**src/design/assert_macros.svh**
```systemverilog
// Assertion macros shared by the design files.
// Define ASSERT_OFF to compile every check away.
`ifndef ASSERT_MACROS_SVH
`define ASSERT_MACROS_SVH

`ifndef ASSERT_OFF
// Check that prop holds at every rising clock edge outside reset.
`define OSTB_ASSERT(lbl, clk, rst_n, prop, msg) \
  lbl: assert property (@(posedge clk) disable iff (!rst_n) prop) else $error(msg);
// Check that expr is never true at a rising clock edge outside reset.
`define OSTB_ASSERT_NEVER(lbl, clk, rst_n, expr, msg) \
  lbl: assert property (@(posedge clk) disable iff (!rst_n) !(expr)) else $error(msg);
`else
`define OSTB_ASSERT(lbl, clk, rst_n, prop, msg)
`define OSTB_ASSERT_NEVER(lbl, clk, rst_n, expr, msg)
`endif

`endif

```
**src/design/ostb_pkg.sv**
```systemverilog
package ostb_pkg;

  // Bank size and derived widths
  localparam int unsigned NumTimers = 16;
  localparam int unsigned IdxW      = (NumTimers > 1) ? $clog2(NumTimers) : 1;
  localparam int unsigned CntW      = $clog2(NumTimers + 1);
  localparam int unsigned TimeW     = 64;
  localparam int unsigned IvlW      = 32;
  localparam int unsigned ScaleW    = 10;
  localparam int unsigned ProdW     = IvlW + ScaleW;
  localparam logic [ScaleW-1:0] MsToUs = ScaleW'(1000);

  // Command codes
  typedef enum logic [1:0] {
    CmdTick   = 2'd0,
    CmdSet    = 2'd1,
    CmdCancel = 2'd2,
    CmdStatus = 2'd3
  } ostb_cmd_e;

  // Input beat
  typedef struct packed {
    logic [1:0]      cmd;
    logic [3:0]      slot_id;
    logic [IvlW-1:0] delay_ms;
  } ostb_in_t;

  // Result beat
  typedef struct packed {
    logic             timer_active;
    logic             timer_expired;
    logic [4:0]       active_count;
    logic             alarm_valid;
    logic [TimeW-1:0] next_alarm_us;
    logic [15:0]      fired_mask;
  } ostb_out_t;

  // Commands from the controller to the datapath
  typedef struct packed {
    logic            accept;
    logic            prep;
    logic            apply;
    logic [IdxW-1:0] rd_idx;
    logic            chk_en;
    logic [IdxW-1:0] chk_idx;
    logic            report;
  } ostb_ctl_t;

endpackage

```
**src/design/ostb_ram.sv**
```systemverilog
module ostb_ram #(
  parameter int unsigned Width = 64,
  parameter int unsigned Depth = 16,
  localparam int unsigned AddrW = (Depth > 1) ? $clog2(Depth) : 1
) (
  input  logic             clk_i,
  input  logic             we_i,
  input  logic [AddrW-1:0] waddr_i,
  input  logic [Width-1:0] wdata_i,
  input  logic [AddrW-1:0] raddr_i,
  output logic [Width-1:0] rdata_o
);

  logic [Width-1:0] mem_q [Depth];
  logic [Width-1:0] rdata_q;

  // Write one word, read one word with a registered output
  always_ff @(posedge clk_i) begin
    if (we_i) begin
      mem_q[waddr_i] <= wdata_i;
    end
    rdata_q <= mem_q[raddr_i];
  end

  assign rdata_o = rdata_q;

endmodule

```
**src/design/ostb_ctrl.sv**
```systemverilog
`include "assert_macros.svh"

module ostb_ctrl (
  input  logic               clk_i,
  input  logic               rst_ni,
  input  logic               start,
  output logic               busy,
  output ostb_pkg::ostb_ctl_t ctl_o
);

  typedef enum logic [5:0] {
    SIdle   = 6'b000001,
    SPrep   = 6'b000010,
    SApply  = 6'b000100,
    SScan   = 6'b001000,
    SDrain  = 6'b010000,
    SReport = 6'b100000
  } ostb_state_e;

  localparam logic [ostb_pkg::IdxW-1:0] LastIdx = ostb_pkg::IdxW'(ostb_pkg::NumTimers - 1);

  ostb_state_e                 state_q, state_d;
  logic [ostb_pkg::IdxW-1:0]   scan_q, scan_d;
  logic                        chk_en_q;
  logic [ostb_pkg::IdxW-1:0]   chk_idx_q;

  // Sequence: latch, multiply, apply command, scan every entry, drain, report
  always_comb begin
    state_d = state_q;
    scan_d  = scan_q;
    unique case (state_q)
      SIdle: begin
        if (start) begin
          state_d = SPrep;
        end
      end
      SPrep: begin
        state_d = SApply;
      end
      SApply: begin
        scan_d  = '0;
        state_d = SScan;
      end
      SScan: begin
        if (scan_q == LastIdx) begin
          state_d = SDrain;
        end else begin
          scan_d = scan_q + 1'b1;
        end
      end
      SDrain: begin
        state_d = SReport;
      end
      SReport: begin
        state_d = SIdle;
      end
      default: begin
        state_d = SIdle;
      end
    endcase
  end

  // Hold state and the check slot, registered to line up behind the RAM read
  always_ff @(posedge clk_i or negedge rst_ni) begin
    if (!rst_ni) begin
      state_q   <= SIdle;
      scan_q    <= '0;
      chk_en_q  <= 1'b0;
      chk_idx_q <= '0;
    end else begin
      state_q   <= state_d;
      scan_q    <= scan_d;
      chk_en_q  <= (state_q == SScan);
      chk_idx_q <= scan_q;
    end
  end

  assign busy = (state_q != SIdle);

  always_comb begin
    ctl_o.accept  = (state_q == SIdle) && start;
    ctl_o.prep    = (state_q == SPrep);
    ctl_o.apply   = (state_q == SApply);
    ctl_o.rd_idx  = scan_q;
    ctl_o.chk_en  = chk_en_q;
    ctl_o.chk_idx = chk_idx_q;
    ctl_o.report  = (state_q == SReport);
  end

  `OSTB_ASSERT(a_accept_to_prep, clk_i, rst_ni, (state_q == SIdle && start) |=> (state_q == SPrep), "accepted beat did not enter prepare")
  `OSTB_ASSERT(a_scan_end, clk_i, rst_ni, (state_q == SScan && scan_q == LastIdx) |=> (state_q == SDrain), "scan overran the last entry")
  `OSTB_ASSERT(a_drain_checks_last, clk_i, rst_ni, (state_q == SDrain) |-> (chk_en_q && chk_idx_q == LastIdx), "last entry not checked in drain")

endmodule

```
**src/design/ostb_datapath.sv**
```systemverilog
`include "assert_macros.svh"

module ostb_datapath (
  input  logic                clk_i,
  input  logic                rst_ni,
  input  ostb_pkg::ostb_ctl_t ctl_i,
  input  ostb_pkg::ostb_in_t  item_i,
  output ostb_pkg::ostb_out_t result_o,
  output logic                done_o
);

  localparam int unsigned N = ostb_pkg::NumTimers;

  // Latched command
  logic [1:0]                 cmd_q;
  logic [3:0]                 id_q;
  logic [ostb_pkg::IvlW-1:0]  ivl_q;
  logic [ostb_pkg::ProdW-1:0] prod_q;

  // Bank state
  logic [ostb_pkg::TimeW-1:0] now_q, now_d;
  logic [N-1:0]               act_q, act_d;
  logic [N-1:0]               exp_q, exp_d;
  logic [ostb_pkg::CntW-1:0]  cnt_q, cnt_d;

  // Scan accumulators
  logic [N-1:0]               fired_q, fired_d;
  logic [ostb_pkg::TimeW-1:0] min_q, min_d;
  logic                       any_q, any_d;

  ostb_pkg::ostb_out_t        result_q;
  logic                       done_q;

  logic                       id_ok;
  logic [ostb_pkg::IdxW-1:0]  k;
  logic                       is_tick;
  logic                       ram_we;
  logic [ostb_pkg::TimeW-1:0] ram_wdata;
  logic [ostb_pkg::TimeW-1:0] ram_rdata;
  logic                       pend;
  logic                       due;

  assign id_ok     = ({1'b0, id_q} < 5'(N));
  assign k         = id_q[ostb_pkg::IdxW-1:0];
  assign is_tick   = (cmd_q == ostb_pkg::CmdTick);
  assign ram_wdata = now_q + ostb_pkg::TimeW'(prod_q);
  assign pend      = act_q[ctl_i.chk_idx] && !exp_q[ctl_i.chk_idx];
  assign due       = (now_q >= ram_rdata);

  ostb_ram #(
    .Width (ostb_pkg::TimeW),
    .Depth (N)
  ) u_deadline_ram (
    .clk_i   (clk_i),
    .we_i    (ram_we),
    .waddr_i (k),
    .wdata_i (ram_wdata),
    .raddr_i (ctl_i.rd_idx),
    .rdata_o (ram_rdata)
  );

  // Latch the beat and scale the interval to microseconds
  always_ff @(posedge clk_i) begin
    if (ctl_i.accept) begin
      cmd_q <= item_i.cmd;
      id_q  <= item_i.slot_id;
      ivl_q <= item_i.delay_ms;
    end
    if (ctl_i.prep) begin
      prod_q <= ostb_pkg::ProdW'(ivl_q) * ostb_pkg::ProdW'(ostb_pkg::MsToUs);
    end
  end

  // Apply the command, then expire due timers on a tick and track the earliest pending deadline
  always_comb begin
    now_d   = now_q;
    act_d   = act_q;
    exp_d   = exp_q;
    cnt_d   = cnt_q;
    fired_d = fired_q;
    min_d   = min_q;
    any_d   = any_q;
    ram_we  = 1'b0;
    if (ctl_i.apply) begin
      fired_d = '0;
      min_d   = '1;
      any_d   = 1'b0;
      case (cmd_q)
        ostb_pkg::CmdTick: begin
          now_d = now_q + 1'b1;
        end
        ostb_pkg::CmdSet: begin
          if (id_ok) begin
            ram_we = 1'b1;
            if (!act_q[k]) begin
              cnt_d = cnt_q + 1'b1;
            end
            act_d[k] = 1'b1;
            exp_d[k] = (ivl_q == '0);
          end
        end
        ostb_pkg::CmdCancel: begin
          if (id_ok && act_q[k]) begin
            act_d[k] = 1'b0;
            exp_d[k] = 1'b0;
            cnt_d    = cnt_q - 1'b1;
          end
        end
        default: begin
        end
      endcase
    end
    if (ctl_i.chk_en && pend) begin
      if (is_tick && due) begin
        act_d[ctl_i.chk_idx]   = 1'b0;
        exp_d[ctl_i.chk_idx]   = 1'b1;
        fired_d[ctl_i.chk_idx] = 1'b1;
        cnt_d                  = cnt_q - 1'b1;
      end else begin
        any_d = 1'b1;
        if (ram_rdata < min_q) begin
          min_d = ram_rdata;
        end
      end
    end
  end

  always_ff @(posedge clk_i or negedge rst_ni) begin
    if (!rst_ni) begin
      now_q   <= '0;
      act_q   <= '0;
      exp_q   <= '0;
      cnt_q   <= '0;
      fired_q <= '0;
      min_q   <= '1;
      any_q   <= 1'b0;
      done_q  <= 1'b0;
    end else begin
      now_q   <= now_d;
      act_q   <= act_d;
      exp_q   <= exp_d;
      cnt_q   <= cnt_d;
      fired_q <= fired_d;
      min_q   <= min_d;
      any_q   <= any_d;
      done_q  <= ctl_i.report;
    end
  end

  // Assemble the result beat once the scan has settled
  always_ff @(posedge clk_i) begin
    if (ctl_i.report) begin
      result_q.timer_active  <= id_ok && act_q[k];
      result_q.timer_expired <= id_ok && exp_q[k];
      result_q.active_count  <= 5'(cnt_q);
      result_q.alarm_valid   <= any_q;
      result_q.next_alarm_us <= min_q;
      result_q.fired_mask    <= 16'(fired_q);
    end
  end

  assign result_o = result_q;
  assign done_o   = done_q;

  `OSTB_ASSERT(a_count_matches, clk_i, rst_ni, cnt_q == ostb_pkg::CntW'($countones(act_q)), "bad count")
  `OSTB_ASSERT_NEVER(a_fired_expired, clk_i, rst_ni, (fired_q & ~exp_q) != '0, "fired not expired")
  `OSTB_ASSERT(a_done_pulse, clk_i, rst_ni, done_q |=> !done_q, "result strobe too long")

endmodule

```
**src/design/one_shot_timer_bank_unit.sv**
```systemverilog
// Bank of one-shot millisecond timers on a 64-bit microsecond clock.
// Input channel: drive item_i and raise start; the beat is taken at a rising
// edge where start is high and busy is low. Commands: tick one microsecond,
// set a timer, cancel a timer, or read status only.
// Result channel: done_o is high for exactly one cycle and result_o carries
// the beat in that cycle; the receiver must take it then, it cannot stall.
// Each beat runs through prepare (interval times 1000), apply (clock step,
// flag and deadline update), a scan of all timers, a drain state and a
// report state. busy falls as the strobe rises, so the next beat is taken
// at the edge that ends the strobe cycle. The scan reads one deadline per
// cycle through the deadline RAM's single read port.
// Reset clears the clock, all active and expired flags and the active count;
// deadlines are written only by set commands.
module one_shot_timer_bank_unit (
  input  logic                clk_i,
  input  logic                rst_ni,
  input  logic                start,
  input  ostb_pkg::ostb_in_t  item_i,
  output logic                busy,
  output logic                done_o,
  output ostb_pkg::ostb_out_t result_o
);

  ostb_pkg::ostb_ctl_t ctl;

  ostb_ctrl u_ctrl (
    .clk_i  (clk_i),
    .rst_ni (rst_ni),
    .start  (start),
    .busy   (busy),
    .ctl_o  (ctl)
  );

  ostb_datapath u_datapath (
    .clk_i    (clk_i),
    .rst_ni   (rst_ni),
    .ctl_i    (ctl),
    .item_i   (item_i),
    .result_o (result_o),
    .done_o   (done_o)
  );

endmodule

```
**config.mk**
```make
export PLATFORM = sky130hd
export DESIGN_NAME = one_shot_timer_bank_unit
export DESIGN_NICKNAME = d
export VERILOG_FILES = /design/src/design/ostb_pkg.sv /design/src/design/ostb_ram.sv /design/src/design/ostb_ctrl.sv /design/src/design/ostb_datapath.sv /design/src/design/one_shot_timer_bank_unit.sv
export VERILOG_INCLUDE_DIRS = /design/src /design/src/design
export SDC_FILE = /design/constraint.sdc
export NUM_CORES = 2
export LEC_CHECK = 0
export ABC_CLOCK_PERIOD_IN_PS = 10400
export BUFFER_PORTS_ARGS = -buffer_cell sky130_fd_sc_hd__buf_2
export CAP_MARGIN = 20
export CORE_ASPECT_RATIO = 1.4
export CORE_MARGIN = 5
export CORE_UTILIZATION = 35
export DETAILED_ROUTE_END_ITERATION = 10
export GPL_TIMING_DRIVEN = 0
export PLACE_DENSITY_LB_ADDON = 0.2
export SETUP_SLACK_MARGIN = 0.1
export SYNTH_ARGS = -nofsm -noshare
export SYNTH_HDL_FRONTEND = slang
export SYNTH_SLANG_ARGS = --single-unit
```
**constraint.sdc**
```tcl
create_clock -name clk_i -period 10.4 [get_ports clk_i]
set_input_delay 0.52 -clock clk_i [delete_from_list [all_inputs] [get_ports clk_i]]
set_output_delay 0.52 -clock clk_i [all_outputs]
set_load 0.05 [all_outputs]
```
==> results.tsv <==
metric	value	unit
grt-ovfl-total	0	
worstHoldStart	start	
powerDensity	312	nW/µm²
outcome	finished, final reports clean	
cts_tree	done	
r2r_setup_slack	4.47	ns
fp.dieH	523	µm
cp-start-kind	flip-flop	
timing_hold_violations_final	0	
mappedNetlistArea	65800	µm²
ys_async_sr_fraction	0.136	
ys_ff_latch	1451	
io_buffer_count	130	
grt_pass1_vias	38900	
synth_common_cells	edfxtp_1, inv_1, mux4_2, ha_1, nor2_1	
ir_drop	0.000499	V
max_slew_margin	0.205	
whs_path_depth	3	
synthCells	4063	
min_to	u_ctrl.state_q[1]	
multi_input_area	22100	µm²
grt_pass1_wl	269000	µm
avgSynthCellArea	16.2	µm²
yosysWarnings	0	
hp-class	input port to flip-flop	
cts-htree-levels	4	
die_w	376	µm
finalNetCount	4968	
final_cell_area	77600	µm²
finalSetupViolations	0	
worst_slew_pin_slew	1.18	ns
cts_resized	0	
yosysSeqAreaShare	0.639	
area_delta_synth_final	18.0	%
drv_slew	0	
critPathMaxFanout	16	
avgViaCountPerCell	5.23	
tns	0	ns
dpl.hpwl	134000	µm
instances_no_fill	7132	
required	10.82	ns
place_area	71900	µm²
gp_congestion	0.894	
worst-r2r-cell-count	13	
endpoint_kind	flip-flop	
r2r_start	u_datapath.prod_q[3]	
post-route-util	0.415	
wl_per_cell	26.0	µm
ys_types	74	
antenna_found_initial	9	
yosysMostFrequentCell	edfxtp_1	
cts_sinks	1451	
dieArea	197000	µm²
post-place-ws	4.59	ns
synthTopCellsByArea	edfxtp_1, mux4_2, ha_1, dfrtp_1, fa_1	
fin_crit	5.93	ns
synth_ff_type	edfxtp_1	
fp-row-count	188	
timing.rr.end	u_datapath.u_deadline_ram.mem_q[13][61]	
path_class	flip-flop to flip-flop	
clkSlewWorstSetupHoldPaths	0.06	ns
syn_nets	4497	
dr_total_vias	37300	
routed_wl	186000	µm
cts_root_buffer	clkbuf_16	
synth_top_area_frac	0.543	
fmax	169	MHz
seqCellArea	42000	µm²
initial_core_util	0.351	
clock_skew	0.0517	ns
p_leak	29.7	nW
first_pass_iters	7	
synth_top_area_cell	edfxtp_1	
drive_gt1_frac	0.211	
place_inst	6790	
grt_usage	0.187	
pin_count	131	
drv_cap	0	
cts_max_path_buffers	3	
drc	0	
cp.arrival	6.35	ns
core_area	187000	µm²
synth_edf_count	1189	
rsz0062_at_grt	no	
nFillCells	17100	
layout_setup_ws	4.47	ns
first_iter_violations	2925	
min_period_over_period	0.570	
clock_latency	0.81	ns
ant_nets	0	
grt_start_max_net_pins	96	
cts-buffers-inserted	150	
-- where the power goes --
part	switching [mW]	internal (mW)	total (mW)
clock network	2.36	3.28	5.65
logic	6.10	4.48	10.6
registers	0.449	7.56	8.00
-- cells by family (layout without fill, tap and decap cells) --
| family | after synthesis | in the layout | synth area share |
|---|---|---|---|
| other | 0 | 4 | 0 |
| adder cells (fa/ha/maj) | 393 | 393 | 0.0882 |
| XOR/XNOR | 146 | 146 | 0.0194 |
| multiplexers | 399 | 399 | 0.124 |
| AND/OR/NAND/NOR | 630 | 630 | 0.0462 |
| AO/OA/AOI/OAI | 551 | 551 | 0.0549 |
| buffers and inverters | 493 | 1088 | 0.0286 |
| flip-flops | 1451 | 1451 | 0.639 |
-- what timing repair did --
item / CTS / global route
endpoints found under the hold margin: 116 / 0
hold buffers: 39 / 0
setup buffers: 0 / 0
-- how the worst max path moves through the flow --
stage                                     from                                       to  cells past startpoint
final                     u_datapath.prod_q[3]  u_datapath.u_deadline_ram.mem_q[13][61]                     13
after global routing      u_datapath.ivl_q[10]                    u_datapath.prod_q[40]                     16
after CTS                 u_datapath.prod_q[3]   u_datapath.u_deadline_ram.mem_q[0][55]                     13
after detailed placement  u_datapath.ivl_q[10]                    u_datapath.prod_q[40]                     16
after global placement       u_ctrl.state_q[2]                        u_datapath.done_o                      2
after floorplan              u_ctrl.state_q[2]                        u_datapath.done_o                      2
-- per-layer routing --
metal / wire [µm] / GRT usage / up-vias
met5: 0 / 0 / -
met4: 6550 / 0.0656 / 0
met3: 8150 / 0.0273 / 271
met2: 94900 / 0.328 / 975
met1: 76100 / 0.239 / 19500
li1: - / - / 16500
-- cells in the final DEF (no fill, tap or decap), types with 26 or more instances in the layout --
cell type / n
a21o_1: 105
a21oi_1: 152
buf_12: 47
buf_2: 153
buf_4: 34
buf_8: 29
clkbuf_1: 136
clkbuf_16: 152
dfrtp_1: 133
dfstp_2: 65
dfxtp_1: 64
dlygate4sd3_1: 39
edfxtp_1: 1189
fa_1: 118
ha_1: 275
inv_1: 334
mux2i_1: 66
mux4_2: 331
nand2_1: 145
nand3_1: 59
nand4_1: 54
nor2_1: 181
nor3_1: 43
o21a_1: 26
o21ai_0: 91
xnor2_1: 100
xor2_1: 41
-- critical path, stage by stage (launching register included) --
cell	delay, ns
edfxtp_1	0.52
ha_1	0.26
inv_1	0.07
fa_1	0.40
nor2b_1	0.18
o31a_1	0.24
o211ai_1	0.26
a21boi_0	0.40
o311ai_0	0.39
a21o_1	0.36
a2111oi_0	0.96
buf_2	0.42
o211ai_1	0.13
xnor2_1	0.96
-- layout make-up --
class / instances / area share
inverters: 334 / 0.0161
clock buffers: 189 / 0.0521
diodes: 4 / 0.000129
well taps: 2470 / 0.0398
flip-flops and latches: 1451 / 0.541
multi-input cells: 2119 / 0.284
plain buffers: 159 / 0.00819
repair buffers: 319 / 0.0437
clock inverters: 87 / 0.0144
-- sequential cells by signal, summed over array words and instances, names as in the netlist, 2 cells and up --
register / flops
u_datapath.now_q: 64
u_datapath.exp_q: 16
u_datapath.ivl_q: 32
u_ctrl.chk_idx_q: 4
u_datapath.cmd_q: 2
u_datapath.act_q: 16
u_datapath.u_deadline_ram.rdata_o: 64
u_datapath.cnt_q: 5
u_datapath.fired_q: 16
u_datapath.prod_q: 39
u_datapath.result_o: 88
u_ctrl.scan_q: 4
u_datapath.id_q: 4
u_datapath.u_deadline_ram.mem_q: 1024
u_ctrl.state_q: 6
u_datapath.min_q: 64
-- per-stage QoR --
step | power (mW) | hold slack (ns)
6_report | 24.2 | 0.0847
5_1_grt | 25.9 | 0.0664
4_1_cts | 24.6 | 0.00988
3_5_place_dp | 18.8 | 0.407
3_3_place_gp | 18.6 | 0.410
2_1_floorplan | 15.5 | 0.224
No activity file was read; power rests on OpenSTA's default activity.
